`src/hw/rtl/cctsd_pkg.sv`:
```
`timescale 1ns / 1ps
`default_nettype none
// ----------------------------------------------------------------------------
// cctsd_pkg
// Shared types, constants and wheel tables for the crank/cam tooth decoder.
// ----------------------------------------------------------------------------
package cctsd_pkg;

    // widths fixed by the word formats
    localparam int TIME_BITS_DEF = 32;
    localparam int EVT_TIME_W    = 32;
    localparam int CFG_IDX_W     = 2;
    localparam int CFG_DATA_W    = 16;

    // event kinds
    localparam logic CMD_CRANK = 1'b0;
    localparam logic CMD_CAM   = 1'b1;

    // configuration register indexes
    localparam logic [CFG_IDX_W-1:0] REG_CRANK_FILTER = 2'd0;
    localparam logic [CFG_IDX_W-1:0] REG_ANGLE_OFFSET = 2'd1;

    // configuration reset values
    localparam logic [15:0]       CRANK_FILTER_RST = 16'd9;
    localparam logic signed [9:0] ANGLE_OFFSET_RST = 10'sd0;

    // tooth numbering over 720 degrees
    localparam logic [3:0] TOOTH_RST      = 4'd1;
    localparam logic [3:0] TOOTH_FIRST    = 4'd1;
    localparam logic [3:0] TOOTH_LAST     = 4'd12;
    localparam logic [3:0] TOOTH_MAX      = 4'd13;
    localparam logic [3:0] TOOTH_CAM1_A   = 4'd5;
    localparam logic [3:0] TOOTH_CAM1_B   = 4'd11;
    localparam logic [3:0] TOOTH_CAM2     = 4'd8;
    localparam logic [3:0] TOOTH_CAM3     = 4'd2;
    localparam logic [3:0] COUNT_SAT      = 4'd15;
    localparam logic [3:0] CAM_WINDOW     = 4'd3;
    localparam logic [6:0] GAP_ANGLE_RST  = 7'd2;

    typedef struct packed {
        logic                event_accepted;
        logic [3:0]          tooth_number;
        logic                in_sync;
        logic                gap_angle_valid;
        logic [6:0]          gap_angle;
        logic signed [11:0]  tooth_position;
        logic [7:0]          sync_losses;
        logic [31:0]         cycles_completed;
        logic                cycle_start;
        logic [31:0]         tooth_gap_us;
    } cctsd_res_t;

    // table angle of each tooth in degrees
    function automatic logic [9:0] tooth_angle(input logic [3:0] tooth);
        logic [9:0] a;
        case (tooth)
            4'd1:    a = 10'd710;
            4'd2:    a = 10'd83;
            4'd3:    a = 10'd115;
            4'd4:    a = 10'd170;
            4'd5:    a = 10'd263;
            4'd6:    a = 10'd295;
            4'd7:    a = 10'd350;
            4'd8:    a = 10'd443;
            4'd9:    a = 10'd475;
            4'd10:   a = 10'd530;
            4'd11:   a = 10'd623;
            4'd12:   a = 10'd655;
            default: a = 10'd0;
        endcase
        return a;
    endfunction

    // angle from the previous tooth to this one
    function automatic logic [6:0] gap_for_tooth(input logic [3:0] tooth,
                                                 input logic [6:0] last_gap);
        logic [6:0] g;
        case (tooth)
            4'd1, 4'd4, 4'd7, 4'd10:  g = 7'd55;
            4'd2, 4'd5, 4'd8, 4'd11:  g = 7'd93;
            4'd3, 4'd6, 4'd9, 4'd12:  g = 7'd32;
            default:                  g = last_gap;
        endcase
        return g;
    endfunction

endpackage
`default_nettype wire

```
`src/hw/rtl/cctsd_evt_if.sv`:
```
`timescale 1ns / 1ps
`default_nettype none
// ----------------------------------------------------------------------------
// cctsd_evt_if
// Tooth event channel: event kind and timestamp with valid/ready.
// ----------------------------------------------------------------------------
interface cctsd_evt_if;
    logic        valid;
    logic        ready;
    logic        command;
    logic [31:0] event_time;

    modport source (output valid, output command, output event_time, input ready);
    modport sink   (input valid, input command, input event_time, output ready);
endinterface
`default_nettype wire

```
`src/hw/rtl/cctsd_res_if.sv`:
```
`timescale 1ns / 1ps
`default_nettype none
// ----------------------------------------------------------------------------
// cctsd_res_if
// Decoder result channel: tooth, sync and angle status with valid/ready.
// ----------------------------------------------------------------------------
interface cctsd_res_if;
    logic               valid;
    logic               ready;
    logic               event_accepted;
    logic [3:0]         tooth_number;
    logic               in_sync;
    logic               gap_angle_valid;
    logic [6:0]         gap_angle;
    logic signed [11:0] tooth_position;
    logic [7:0]         sync_losses;
    logic [31:0]        cycles_completed;
    logic               cycle_start;
    logic [31:0]        tooth_gap_us;

    modport source (
        output valid, output event_accepted, output tooth_number, output in_sync,
        output gap_angle_valid, output gap_angle, output tooth_position,
        output sync_losses, output cycles_completed, output cycle_start,
        output tooth_gap_us, input ready
    );
    modport sink (
        input valid, input event_accepted, input tooth_number, input in_sync,
        input gap_angle_valid, input gap_angle, input tooth_position,
        input sync_losses, input cycles_completed, input cycle_start,
        input tooth_gap_us, output ready
    );
endinterface
`default_nettype wire

```
`src/hw/rtl/cctsd_cfg_if.sv`:
```
`timescale 1ns / 1ps
`default_nettype none
// ----------------------------------------------------------------------------
// cctsd_cfg_if
// Configuration write channel: register index and data with valid/ready.
// ----------------------------------------------------------------------------
interface cctsd_cfg_if;
    logic        valid;
    logic        ready;
    logic [1:0]  index;
    logic [15:0] data;

    modport source (output valid, output index, output data, input ready);
    modport sink   (input valid, input index, input data, output ready);
endinterface
`default_nettype wire

```
`src/hw/rtl/crank_cam_tooth_sync_decoder_unit.sv`:
```
`timescale 1ns / 1ps
`default_nettype none
// ----------------------------------------------------------------------------
// crank_cam_tooth_sync_decoder_unit
// Decoder for a 6-tooth crank and 7-tooth cam wheel: filters tooth edges,
// counts crank teeth over 720 degrees and syncs on the cam pulse pattern.
// ----------------------------------------------------------------------------
// a word accepted into the input register has its result held in the result register
// throughput: one word per cycle while res.ready does not stall the result register, set by
//   the input register feeding the combinational decode into the result register
// config writes are always accepted (ready always high)
// reset: decoder state to tooth 1, out of sync, counters zero; filter 9 us,
//   offset 0; both channel valid registers cleared
module crank_cam_tooth_sync_decoder_unit
    import cctsd_pkg::*;
#(
    parameter int TIME_BITS = TIME_BITS_DEF
)
(
    input  wire          clk,
    input  wire          rst_n,
    cctsd_evt_if.sink    evt,
    cctsd_res_if.source  res,
    cctsd_cfg_if.sink    cfg
);

    // input register
    logic                   s1_valid_reg;
    logic                   s1_valid_next;
    logic                   s1_cmd_reg;
    logic [EVT_TIME_W-1:0]  s1_time_reg;

    // result register
    logic                   out_valid_reg;
    logic                   out_valid_next;
    cctsd_res_t             res_reg;
    cctsd_res_t             res_next;

    // configuration
    logic [15:0]            crank_filt_reg;
    logic signed [9:0]      offset_reg;

    // decoder state
    logic [3:0]             tooth_reg, tooth_next;
    logic [3:0]             cam_cnt_reg, cam_cnt_next;
    logic [3:0]             csc_reg, csc_next;
    logic [TIME_BITS-1:0]   last_tooth_reg, last_tooth_next;
    logic [TIME_BITS-1:0]   last_cam_reg, last_cam_next;
    logic [TIME_BITS-3:0]   cam_filt_reg, cam_filt_next;
    logic                   sync_reg, sync_next;
    logic                   angle_known_reg, angle_known_next;
    logic [6:0]             gap_angle_reg, gap_angle_next;
    logic [7:0]             loss_reg, loss_next;
    logic [31:0]            cycle_reg, cycle_next;

    logic                   fire;
    logic                   accepted;
    logic                   new_cycle;
    logic [1:0]             loss_inc;
    logic [TIME_BITS-1:0]   now;
    logic [TIME_BITS-1:0]   gap;
    logic [63:0]            gap_wide;
    logic signed [11:0]     pos;

    assign fire      = s1_valid_reg && (!out_valid_reg || res.ready);
    assign evt.ready = !s1_valid_reg || fire;
    assign cfg.ready = 1'b1;

    always_comb
    begin
        s1_valid_next = s1_valid_reg;
        if (evt.valid && evt.ready)
        begin
            s1_valid_next = 1'b1;
        end
        else if (fire)
        begin
            s1_valid_next = 1'b0;
        end
        out_valid_next = out_valid_reg;
        if (fire)
        begin
            out_valid_next = 1'b1;
        end
        else if (res.ready)
        begin
            out_valid_next = 1'b0;
        end
    end

    // decode of the word in the input register
    always_comb
    begin
        now              = TIME_BITS'(s1_time_reg);
        tooth_next       = tooth_reg;
        cam_cnt_next     = cam_cnt_reg;
        csc_next         = csc_reg;
        last_tooth_next  = last_tooth_reg;
        last_cam_next    = last_cam_reg;
        cam_filt_next    = cam_filt_reg;
        sync_next        = sync_reg;
        angle_known_next = angle_known_reg;
        gap_angle_next   = gap_angle_reg;
        cycle_next       = cycle_reg;
        accepted         = 1'b0;
        new_cycle        = 1'b0;
        loss_inc         = 2'd0;

        if (s1_cmd_reg == CMD_CRANK)
        begin
            gap = now - last_tooth_reg;
            if (gap >= TIME_BITS'(crank_filt_reg))
            begin
                accepted        = 1'b1;
                last_tooth_next = now;
                if (csc_reg != COUNT_SAT)
                begin
                    csc_next = csc_reg + 4'd1;
                end
                // count runs past the last slot: lost
                if (tooth_reg >= TOOTH_MAX)
                begin
                    tooth_next = 4'd0;
                    sync_next  = 1'b0;
                    loss_inc   = 2'd1;
                end
                else
                begin
                    tooth_next = tooth_reg + 4'd1;
                end

                case (cam_cnt_reg)
                    4'd0:
                    begin
                        cam_cnt_next = cam_cnt_reg;
                    end
                    4'd1:
                    begin
                        if (tooth_next == TOOTH_CAM1_A || tooth_next == TOOTH_CAM1_B)
                        begin
                            sync_next = 1'b1;
                        end
                        else
                        begin
                            sync_next  = 1'b0;
                            loss_inc   = loss_inc + 2'd1;
                            tooth_next = TOOTH_CAM1_A;
                        end
                        cam_cnt_next = 4'd0;
                    end
                    4'd2:
                    begin
                        if (tooth_next == TOOTH_CAM2)
                        begin
                            sync_next = 1'b1;
                        end
                        else
                        begin
                            sync_next  = 1'b0;
                            loss_inc   = loss_inc + 2'd1;
                            tooth_next = TOOTH_CAM2;
                        end
                        cam_cnt_next = 4'd0;
                    end
                    4'd3:
                    begin
                        if (tooth_next == TOOTH_CAM3)
                        begin
                            sync_next = 1'b1;
                        end
                        else
                        begin
                            sync_next  = 1'b0;
                            loss_inc   = loss_inc + 2'd1;
                            tooth_next = TOOTH_CAM3;
                        end
                        cam_cnt_next = 4'd0;
                    end
                    default:
                    begin
                        // too many cam pulses
                        sync_next        = 1'b0;
                        loss_inc         = loss_inc + 2'd1;
                        angle_known_next = 1'b0;
                        cam_cnt_next     = 4'd0;
                    end
                endcase

                if (sync_next)
                begin
                    if (tooth_next > TOOTH_LAST)
                    begin
                        tooth_next = TOOTH_FIRST;
                        cycle_next = cycle_reg + 32'd1;
                        new_cycle  = 1'b1;
                    end
                    gap_angle_next   = gap_for_tooth(tooth_next, gap_angle_reg);
                    angle_known_next = 1'b1;
                end
            end
        end
        else
        begin
            gap = now - last_cam_reg;
            if (csc_reg == 4'd0 || csc_reg == CAM_WINDOW)
            begin
                if (gap > {2'b00, cam_filt_reg})
                begin
                    accepted      = 1'b1;
                    last_cam_next = now;
                    if (cam_cnt_reg != COUNT_SAT)
                    begin
                        cam_cnt_next = cam_cnt_reg + 4'd1;
                    end
                    csc_next = 4'd0;
                    // quarter of the last cam gap once a pulse train is running
                    cam_filt_next = (cam_cnt_next > 4'd1) ? gap[TIME_BITS-1:2] : '0;
                end
            end
            else
            begin
                if (csc_reg > CAM_WINDOW)
                begin
                    csc_next  = 4'd0;
                    sync_next = 1'b0;
                    loss_inc  = 2'd1;
                end
                cam_cnt_next = 4'd0;
            end
        end

        loss_next = loss_reg + 8'(loss_inc);

        if (tooth_next == 4'd0 || tooth_next > TOOTH_LAST)
        begin
            pos = '0;
        end
        else
        begin
            pos = $signed({2'b00, tooth_angle(tooth_next)}) + 12'(offset_reg);
        end

        gap_wide = 64'(gap);

        res_next.event_accepted   = accepted;
        res_next.tooth_number     = tooth_next;
        res_next.in_sync          = sync_next;
        res_next.gap_angle_valid  = angle_known_next;
        res_next.gap_angle        = gap_angle_next;
        res_next.tooth_position   = pos;
        res_next.sync_losses      = loss_next;
        res_next.cycles_completed = cycle_next;
        res_next.cycle_start      = new_cycle;
        res_next.tooth_gap_us     = gap_wide[31:0];
    end

    always_ff @(posedge clk or negedge rst_n)
    begin
        if (!rst_n)
        begin
            s1_valid_reg    <= 1'b0;
            out_valid_reg   <= 1'b0;
            crank_filt_reg  <= CRANK_FILTER_RST;
            offset_reg      <= ANGLE_OFFSET_RST;
            tooth_reg       <= TOOTH_RST;
            cam_cnt_reg     <= 4'd0;
            csc_reg         <= 4'd0;
            last_tooth_reg  <= '0;
            last_cam_reg    <= '0;
            cam_filt_reg    <= '0;
            sync_reg        <= 1'b0;
            angle_known_reg <= 1'b0;
            gap_angle_reg   <= GAP_ANGLE_RST;
            loss_reg        <= 8'd0;
            cycle_reg       <= 32'd0;
        end
        else
        begin
            s1_valid_reg  <= s1_valid_next;
            out_valid_reg <= out_valid_next;
            if (cfg.valid && cfg.ready)
            begin
                case (cfg.index)
                    REG_CRANK_FILTER: crank_filt_reg <= cfg.data;
                    REG_ANGLE_OFFSET: offset_reg     <= $signed(cfg.data[9:0]);
                    default:          crank_filt_reg <= crank_filt_reg;
                endcase
            end
            if (fire)
            begin
                tooth_reg       <= tooth_next;
                cam_cnt_reg     <= cam_cnt_next;
                csc_reg         <= csc_next;
                last_tooth_reg  <= last_tooth_next;
                last_cam_reg    <= last_cam_next;
                cam_filt_reg    <= cam_filt_next;
                sync_reg        <= sync_next;
                angle_known_reg <= angle_known_next;
                gap_angle_reg   <= gap_angle_next;
                loss_reg        <= loss_next;
                cycle_reg       <= cycle_next;
            end
        end
    end

    // payload registers
    always_ff @(posedge clk)
    begin
        if (evt.valid && evt.ready)
        begin
            s1_cmd_reg  <= evt.command;
            s1_time_reg <= evt.event_time;
        end
        if (fire)
        begin
            res_reg <= res_next;
        end
    end

    assign res.valid            = out_valid_reg;
    assign res.event_accepted   = res_reg.event_accepted;
    assign res.tooth_number     = res_reg.tooth_number;
    assign res.in_sync          = res_reg.in_sync;
    assign res.gap_angle_valid  = res_reg.gap_angle_valid;
    assign res.gap_angle        = res_reg.gap_angle;
    assign res.tooth_position   = res_reg.tooth_position;
    assign res.sync_losses      = res_reg.sync_losses;
    assign res.cycles_completed = res_reg.cycles_completed;
    assign res.cycle_start      = res_reg.cycle_start;
    assign res.tooth_gap_us     = res_reg.tooth_gap_us;

`ifndef NO_ASSERTIONS
    a_tooth_range: assert property (@(posedge clk) disable iff (!rst_n)
        tooth_reg <= TOOTH_MAX)
        else $error("tooth count out of range");

    a_cycle_step: assert property (@(posedge clk) disable iff (!rst_n)
        fire && new_cycle |=> cycle_reg == $past(cycle_reg) + 32'd1)
        else $error("cycle count did not step on a cycle start");

    a_cycle_start_sync: assert property (@(posedge clk) disable iff (!rst_n)
        out_valid_reg && res_reg.cycle_start |->
            res_reg.in_sync && res_reg.tooth_number == TOOTH_FIRST)
        else $error("cycle start without sync at the first tooth");

    a_state_hold: assert property (@(posedge clk) disable iff (!rst_n)
        !fire |=> $stable(loss_reg) && $stable(tooth_reg) && $stable(cycle_reg))
        else $error("decoder state moved without a word");

    a_stall_blocks_input: assert property (@(posedge clk) disable iff (!rst_n)
        s1_valid_reg && out_valid_reg && !res.ready |-> !evt.ready)
        else $error("input taken while both stages are full");
`endif

endmodule
`default_nettype wire
```
`src/flat_wrapper.sv`:
```
// flat-port wrapper written by rule: the top's interface ports become plain ports
module crank_cam_tooth_sync_decoder_unit_flat import cctsd_pkg::*;
#(
    parameter int TIME_BITS = TIME_BITS_DEF
)
  (clk, rst_n, evt_valid, evt_command, evt_event_time, evt_ready, res_valid, res_event_accepted, res_tooth_number, res_in_sync, res_gap_angle_valid, res_gap_angle, res_tooth_position, res_sync_losses, res_cycles_completed, res_cycle_start, res_tooth_gap_us, res_ready, cfg_valid, cfg_index, cfg_data, cfg_ready);
  cctsd_evt_if evt_i ();
  cctsd_res_if res_i ();
  cctsd_cfg_if cfg_i ();
  input  wire clk;
  input  wire rst_n;
  input wire logic [$bits(evt_i.valid)-1:0] evt_valid;
  input wire logic [$bits(evt_i.command)-1:0] evt_command;
  input wire logic [$bits(evt_i.event_time)-1:0] evt_event_time;
  output wire logic [$bits(evt_i.ready)-1:0] evt_ready;
  output wire logic [$bits(res_i.valid)-1:0] res_valid;
  output wire logic [$bits(res_i.event_accepted)-1:0] res_event_accepted;
  output wire logic [$bits(res_i.tooth_number)-1:0] res_tooth_number;
  output wire logic [$bits(res_i.in_sync)-1:0] res_in_sync;
  output wire logic [$bits(res_i.gap_angle_valid)-1:0] res_gap_angle_valid;
  output wire logic [$bits(res_i.gap_angle)-1:0] res_gap_angle;
  output wire logic [$bits(res_i.tooth_position)-1:0] res_tooth_position;
  output wire logic [$bits(res_i.sync_losses)-1:0] res_sync_losses;
  output wire logic [$bits(res_i.cycles_completed)-1:0] res_cycles_completed;
  output wire logic [$bits(res_i.cycle_start)-1:0] res_cycle_start;
  output wire logic [$bits(res_i.tooth_gap_us)-1:0] res_tooth_gap_us;
  input wire logic [$bits(res_i.ready)-1:0] res_ready;
  input wire logic [$bits(cfg_i.valid)-1:0] cfg_valid;
  input wire logic [$bits(cfg_i.index)-1:0] cfg_index;
  input wire logic [$bits(cfg_i.data)-1:0] cfg_data;
  output wire logic [$bits(cfg_i.ready)-1:0] cfg_ready;
  assign evt_i.valid = evt_valid;
  assign evt_i.command = evt_command;
  assign evt_i.event_time = evt_event_time;
  assign evt_ready = evt_i.ready;
  assign res_valid = res_i.valid;
  assign res_event_accepted = res_i.event_accepted;
  assign res_tooth_number = res_i.tooth_number;
  assign res_in_sync = res_i.in_sync;
  assign res_gap_angle_valid = res_i.gap_angle_valid;
  assign res_gap_angle = res_i.gap_angle;
  assign res_tooth_position = res_i.tooth_position;
  assign res_sync_losses = res_i.sync_losses;
  assign res_cycles_completed = res_i.cycles_completed;
  assign res_cycle_start = res_i.cycle_start;
  assign res_tooth_gap_us = res_i.tooth_gap_us;
  assign res_i.ready = res_ready;
  assign cfg_i.valid = cfg_valid;
  assign cfg_i.index = cfg_index;
  assign cfg_i.data = cfg_data;
  assign cfg_ready = cfg_i.ready;
  crank_cam_tooth_sync_decoder_unit #(.TIME_BITS(TIME_BITS)) u_core (.clk(clk), .rst_n(rst_n), .evt(evt_i), .res(res_i), .cfg(cfg_i));
endmodule
```
`config.mk`:
```
export PLATFORM = sky130hd
export DESIGN_NAME = crank_cam_tooth_sync_decoder_unit_flat
export DESIGN_NICKNAME = d
export VERILOG_FILES = /design/src/hw/rtl/cctsd_pkg.sv /design/src/hw/rtl/cctsd_evt_if.sv /design/src/hw/rtl/cctsd_res_if.sv /design/src/hw/rtl/cctsd_cfg_if.sv /design/src/hw/rtl/crank_cam_tooth_sync_decoder_unit.sv /design/src/flat_wrapper.sv
export SDC_FILE = /design/constraint.sdc
export NUM_CORES = 1
export LEC_CHECK = 0
export BUFFER_PORTS_ARGS = -buffer_cell sky130_fd_sc_hd__buf_4
export CORE_UTILIZATION = 61
export CTS_CLUSTER_SIZE = 8
export DETAILED_ROUTE_END_ITERATION = 12
export PLACE_DENSITY = 0.87
export SLEW_MARGIN = 40
export SYNTH_ARGS = -nofsm -noshare
export SYNTH_HDL_FRONTEND = slang
export SYNTH_SLANG_ARGS = --single-unit
```
`constraint.sdc`:
```
create_clock -name clk -period 9.6 [get_ports clk]
set_input_delay 1.44 -clock clk [delete_from_list [all_inputs] [get_ports clk]]
set_output_delay 1.44 -clock clk [all_outputs]
set_load 0.1 [all_outputs]
```
== Yosys cells after proc, flatten, opt, wreduce, memory -nomap -nowiden ==
Memories as Yosys holds them, arrays and structs flattened.
Cells that the tools add are included.
W data, S select, Z words.

* Register bits: 315
* Memory bits (read-only): 160
* Input port bits: 56
* Memories kept: 1

* Add/subtract/negate cells: 9
* Magnitude comparators: 7
* Eq/ne operators: 26
* Mux-type cells: 77
* Bitwise operators: 3
* Reduce and logical (&&, ||, !) cells: 28

{| class="wikitable"
|+ Memory list
! name !! depth !! bits a word !! rd ports !! clocked after memory_dff !! wr ports !! line !! RTL
|-
| (no name shown) || 16 || 10 || 1 || 0 || 0 || cctsd_pkg.sv:56 || <nowiki>case (tooth)</nowiki>
|}

{| class="wikitable"
|+ Operators by type and width
! operator !! number
|-
| $mux W32 || 5
|-
| $mux W4 || 30
|-
| $sub A32 B32 Y32 || 2
|-
| $add A32 B1 Y32 const B || 1
|-
| $ge A32 B16 Y1 || 1
|-
| $gt A32 B30 Y1 || 1
|-
| $mux W30 || 1
|-
| $eq A4 B4 Y1 const B || 7
|-
| $mux W1 || 25
|-
| $eq A4 B2 Y1 const B || 6
|-
| $mux W7 || 3
|-
| $pmux W7 S3 || 1
|-
| $eq A4 B3 Y1 const B || 5
|-
| $mux W2 || 8
|-
| $reduce_or A4 Y1 || 4
|-
| $add A11 B10 Y12 || 1
|-
| $add A4 B1 Y4 const B || 3
|-
| $logic_not A4 Y1 || 3
|-
| $pmux W4 S3 || 1
|-
| $mux W10 || 1
|-
| $add A8 B2 Y8 || 1
|-
| $eq A4 B1 Y1 const B || 2
|-
| $gt A4 B4 Y1 const B || 2
|-
| $ne A4 B4 Y1 const B || 2
|-
| 20 further kinds || 34
|}

== Depth between registers and ports, before layout ==
* Word-level depth: 22
* Mapped depth: 41

== Worst setup path before layout ==
Ideal clock, no wire load.

* Path kind: reg2reg
* From: register u_core.s1_time_reg[1] (netlist: u_core.now[1])
* To: register u_core.res_reg, in the netlist u_core.res.tooth_position[10], data pin
* Data arrival time: 6.571 ns
* Setup slack: 2.775 ns
* Cell stages (with the launch flop): 36
* Clock period less this slack: 6.825 ns
* Cells stage by stage: edfxtp_1 ha_1 nor2b_1 o2111ai_1 a311oi_2 a211oi_1 xnor2_1 ha_1 a221oi_1 o21ai_0 a31oi_1 nor3b_1 o211ai_1 nand4_1 nor4_4 a21oi_2 buf_6 buf_2 a21oi_1 inv_1 ha_1 o21bai_1 a211oi_1 ha_1 nor2b_1 o21ai_0 nand2_1 and2_1 o21ai_0 nand2b_1 a21o_1 a21o_1 a21o_1 a21oi_1 xor2_1 nor2_1

* Word-level cells in the longest chain between the ends: 7

{| class="wikitable"
|+ RTL lines
! element !! line !! RTL
|-
| from (decl) || crank_cam_tooth_sync_decoder_unit.sv:31 || <nowiki>logic [EVT_TIME_W-1:0] s1_time_reg;</nowiki>
|-
| from (signal assigned) || crank_cam_tooth_sync_decoder_unit.sv:312 || <nowiki>s1_time_reg <= evt.event_time;</nowiki>
|-
| $sub A32 B32 Y32 * || crank_cam_tooth_sync_decoder_unit.sv:111 || <nowiki>gap = now - last_tooth_reg;</nowiki>
|-
| $ge A32 B16 Y1 * || crank_cam_tooth_sync_decoder_unit.sv:112 || <nowiki>if (gap >= TIME_BITS'(crank_filt_reg))</nowiki>
|-
| $mux W4 * || crank_cam_tooth_sync_decoder_unit.sv:112 ||
|-
| $mux W4 * || crank_cam_tooth_sync_decoder_unit.sv:109 || <nowiki>if (s1_cmd_reg == CMD_CRANK)</nowiki>
|-
| net u_core.tooth_next[1] || crank_cam_tooth_sync_decoder_unit.sv:44 || <nowiki>logic [3:0] tooth_reg, tooth_next;</nowiki>
|-
| $mem_v2 Z16 W10 || n/a ||
|-
| $mux W10 || crank_cam_tooth_sync_decoder_unit.sv:234 || <nowiki>if (tooth_next == 4'd0 || tooth_next > TOOTH_LAST)</nowiki>
|-
| $add A11 B10 Y12 || crank_cam_tooth_sync_decoder_unit.sv:240 || <nowiki>pos = $signed({2'b00, tooth_angle(tooth_next)}) + 12'(offset_reg);</nowiki>
|-
| to (signal assigned) || crank_cam_tooth_sync_decoder_unit.sv:316 || <nowiki>res_reg <= res_next;</nowiki>
|-
| to (decl) || crank_cam_tooth_sync_decoder_unit.sv:36 || <nowiki>cctsd_res_t res_reg;</nowiki>
|}

Mark *: on every way through the listed nets, which the timed path passes. The rest lies on a longest branch. The select of a mux whose other input is x is not followed.
A chain may end at the register's enable or synchronous reset.

== Final worst setup path ==
* From: register u_core.s1_time_reg[1] (netlist: u_core.now[1])
* To: register u_core.res_reg, in the netlist u_core.res.tooth_position[10], data pin

* Word-level cells in the longest chain between the ends: 7

{| class="wikitable"
|+ RTL lines
! element !! line
|-
| $sub A32 B32 Y32 * || crank_cam_tooth_sync_decoder_unit.sv:111
|-
| $ge A32 B16 Y1 * || crank_cam_tooth_sync_decoder_unit.sv:112
|-
| $mux W4 * || crank_cam_tooth_sync_decoder_unit.sv:112
|-
| $mux W4 * || crank_cam_tooth_sync_decoder_unit.sv:109
|-
| $mem_v2 Z16 W10 || n/a
|-
| $mux W10 || crank_cam_tooth_sync_decoder_unit.sv:234
|-
| $add A11 B10 Y12 || crank_cam_tooth_sync_decoder_unit.sv:240
|}

Mark *: on every way between the ends. The rest lies on a longest branch, timed or not. The select of a mux whose other input is x is not followed.

==> impl_metrics.toml <==
[global_route]
grt_usage = 0.291
grt_pass1_vias = 14000
grt_max_degree = 85
met2_usage = 0.492
met1_usage = 0.376
grt_busiest_layer = "met2"
grt_pass1_wl_mm = 71.6
gr-total-overflow = 0
grt_use_met3 = 0.0406
antenna_found_initial = 0

[yosys]
syn_inst = 1845
ys.warnings.count = 0
ys_types = 100
yosysTopAreaCell = "dfrtp_1"
synth_top_area_frac = 0.239
synth-seq-cells = 315
syn-cell-area_um2 = 18700
ys.flop_type = "dfrtp_1"
syn_avg_cell_area_um2 = 10.1
synth_area_leaders = "dfrtp_1 (24%), edfxtp_1 (21%), ha_1 (9.2%), mux2_2 (4.3%), xnor2_1 (4.1%)"
synth_nets = 2042
synth_edf_count = 132
synthArstFlopShare = 0.581
synth_sequential_area_ratio = 0.457

[setup_path]
end_kind = "flop"
worstPathRequired_ps = 9900
crit_slowest_cell = "o41ai_1"
r2r-start = "u_core.now[1]"
setup.worst_path.start = "u_core.now[1]"
path_common_cell = "a21o_1"
worstSetupStartpointType = "flop"
cp.depth = 31
crit_family = "compound AO/OA/AOI/OAI gates"
worst-path-buf-inv = 1
crit_path_max_incr_delay_ps = 580
arrival_ps = 8090
worstSetupPathType = "flop to flop"
crit_end = "u_core.res.tooth_position[10]"
reg2reg_depth = 31
r2r_end = "u_core.res.tooth_position[10]"
rrSetupSlack_ps = 1810
crit_fanout = 31

[timing]
rsz0062_at_grt = "no"
setup_viol = 0
setup_tns_ps = 0
fin_ws_ps = 1810
min_period_ps = 7790
finalMaxSlewViolations = 0
tightest_slew_ps = 808
fin_worst_skew_ps = 32.1
fin_crit_sh = 0.811
fmax_mhz = 128
max_slew_margin = 0.462
hold_viol_final = 0
fin_hold_ws_ps = 479

[routing]
vias_per_cell = 5.97
vias = 14500
drcViolationCount = 0
wl_per_cell_um = 18.6
drtAntennaViolNets = 0
routed_wl_mm = 45.1
drt_iter0_drc = 1226
drt_first_pass_iters = 7

[floorplan]
start_util = 0.626
die_w_um = 177
die_h_um = 177
core_um2 = 29900
placementRows = 63
dieArea_um2 = 31400
pin_count = 158

[cells_and_area]
n_antenna_cell = 0
final_util = 0.722
area_growth_syn_to_layout_pct = 15.4
stdcell_count = 2422
nFillCells = 2062
layout-drive-gt1-share = 0.169
final_nets = 2195

[cts]
ctsResizeCount = 0
clkSlewWorstSetupHoldPaths_ps = 60
numCtsBuffers = 45
clockBufferDepth = 3
cts_tree = "built"
htreeDepth = 2
root_buffer = "clkbuf_16"
cts_setup_buffers = 0
clock_sinks = 315
clk_latency_ps = 560
holdBufCountCts = 0

[hold_path]
holdCritPathClass = "flop to flop"

[pwr]
comb_power_share = 0.546
p_sw_uw = 3520
power.density_nw_per_um2 = 356
ir_drop_uv = 283
leakage_uw = 0.00956
p_sw_frac = 0.457
intPower_uw = 4180
power_frac_seq = 0.260
clockPowerShare = 0.194

[placed_design]
io_buffers = 156
pre_cts_slack_ps = 1910
dp.cells = 2341
place_congestion = 0.942
dp_hpwl_mm = 32.6

[run_status]
status = "finished clean"

[run]
maxCapViolations = 0
-- worst min path at each step --
stage	start	slack, ps	depth (start not counted)	end
after floorplan	u_core.cam_filt_reg[10]	450	2	u_core.cam_filt_reg[10]
after global placement	u_core.cam_filt_reg[16]	460	2	u_core.cam_filt_reg[16]
after detailed placement	u_core.cam_filt_reg[10]	470	2	u_core.cam_filt_reg[10]
after CTS	u_core.cam_filt_reg[10]	480	2	u_core.cam_filt_reg[10]
after global routing	u_core.cam_filt_reg[13]	500	2	u_core.cam_filt_reg[13]
final	u_core.cam_filt_reg[10]	480	2	u_core.cam_filt_reg[10]
-- cell families after synthesis --
family                     count (synthesis)  synth area share
AOI/OAI and AO/OA                        432             0.152
other                                      1          0.000200
muxes                                     83            0.0505
and+or+nand+nor                          509             0.132
adders and majority gates                141            0.0959
buffers and inverters                    226            0.0484
xor gates and xnor gates                 138            0.0646
DFF                                      315             0.457
-- synth_stat cells, types with 8 or more instances --
master,count
o21a_1,27
buf_2,8
a21o_1,50
a211oi_1,11
a31oi_1,11
nand2b_1,14
xor2_1,51
nand4_1,30
xnor2_1,87
and2_1,13
edfxtp_1,132
o211ai_1,15
inv_1,160
o31ai_1,11
nand3_1,47
nor2b_1,15
nand2_1,194
and3_1,13
ha_1,137
nor3_1,31
nor2_1,97
a21oi_1,92
mux2_2,72
clkbuf_1,42
o21ai_0,122
dfrtp_1,179
o21bai_1,11
-- per-layer routing --
metal,wire length [um],share of wire
met5,0,0
met4,1620,0.036
met3,2670,0.059
met2,22000,0.49
met1,18800,0.42
-- layout by cell type (no fill, tap or decap), types with 7 or more instances in the layout --
master	synthesis	routed
o211ai_1	15	15
nor4_1	7	7
or2_2	7	7
ha_1	137	137
nand4_1	30	30
nor2b_1	15	15
nand2b_1	14	14
a21oi_1	92	92
nand3_1	47	47
xor2_1	51	51
edfxtp_1	132	132
mux2_2	72	72
buf_4	2	165
and3_1	13	13
nand2_1	194	194
mux2i_1	7	7
dfrtp_1	179	179
a31oi_1	11	11
o31ai_1	11	11
and2_1	13	13
o21bai_1	11	11
a211oi_1	11	10
a21o_1	50	50
nor3_1	31	29
nor2_1	97	97
o21ai_0	122	122
clkbuf_1	42	31
xnor2_1	87	87
clkbuf_16	0	45
or3_1	7	7
o21a_1	27	27
inv_1	160	160
nand3b_1	7	7
-- cell type report --
| type | count | area (um2) | share of cell area |
|---|---|---|---|
| Multi-Input combinational cell | 1304 | 9290 | 0.430 |
| Sequential cell | 315 | 8550 | 0.396 |
| Timing Repair Buffer | 170 | 1310 | 0.0608 |
| Clock buffer | 78 | 1270 | 0.0588 |
| Inverter | 162 | 611 | 0.0283 |
| Tap cell | 390 | 488 | 0.0226 |
| Clock inverter | 3 | 66.3 | 0.00307 |
-- worst reg2reg max path, delay by kind of cell (launching register included) --
family          cells  cell delay, ps
fa+ha+maj           3             980
compound gates     16            3810
flops               1             520
buf+inv             1             310
xor+xnor            2             410
simple gates        9            1500
-- through the flow --
stage / cell area (um2) / power, uW
after CTS: 21600 / 7670
final: 21600 / 7690
after global placement: 20200 / 6020
after global routing: 21600 / 8150
after detailed placement: 20200 / 6140
after floorplan: 18700 / 5170
-- power groups by stage --
stage / Clock [uW] / Combinational (uW) / Sequential, uW
3_3_place_gp: 0 / 4020 / 2000
6_report: 1490 / 4200 / 2000
3_5_place_dp: 0 / 4120 / 2020
5_1_grt: 1570 / 4550 / 2040
4_1_cts: 1510 / 4160 / 2000
2_1_floorplan: 0 / 2410 / 2760
No activity file was read; power rests on OpenSTA's default activity.
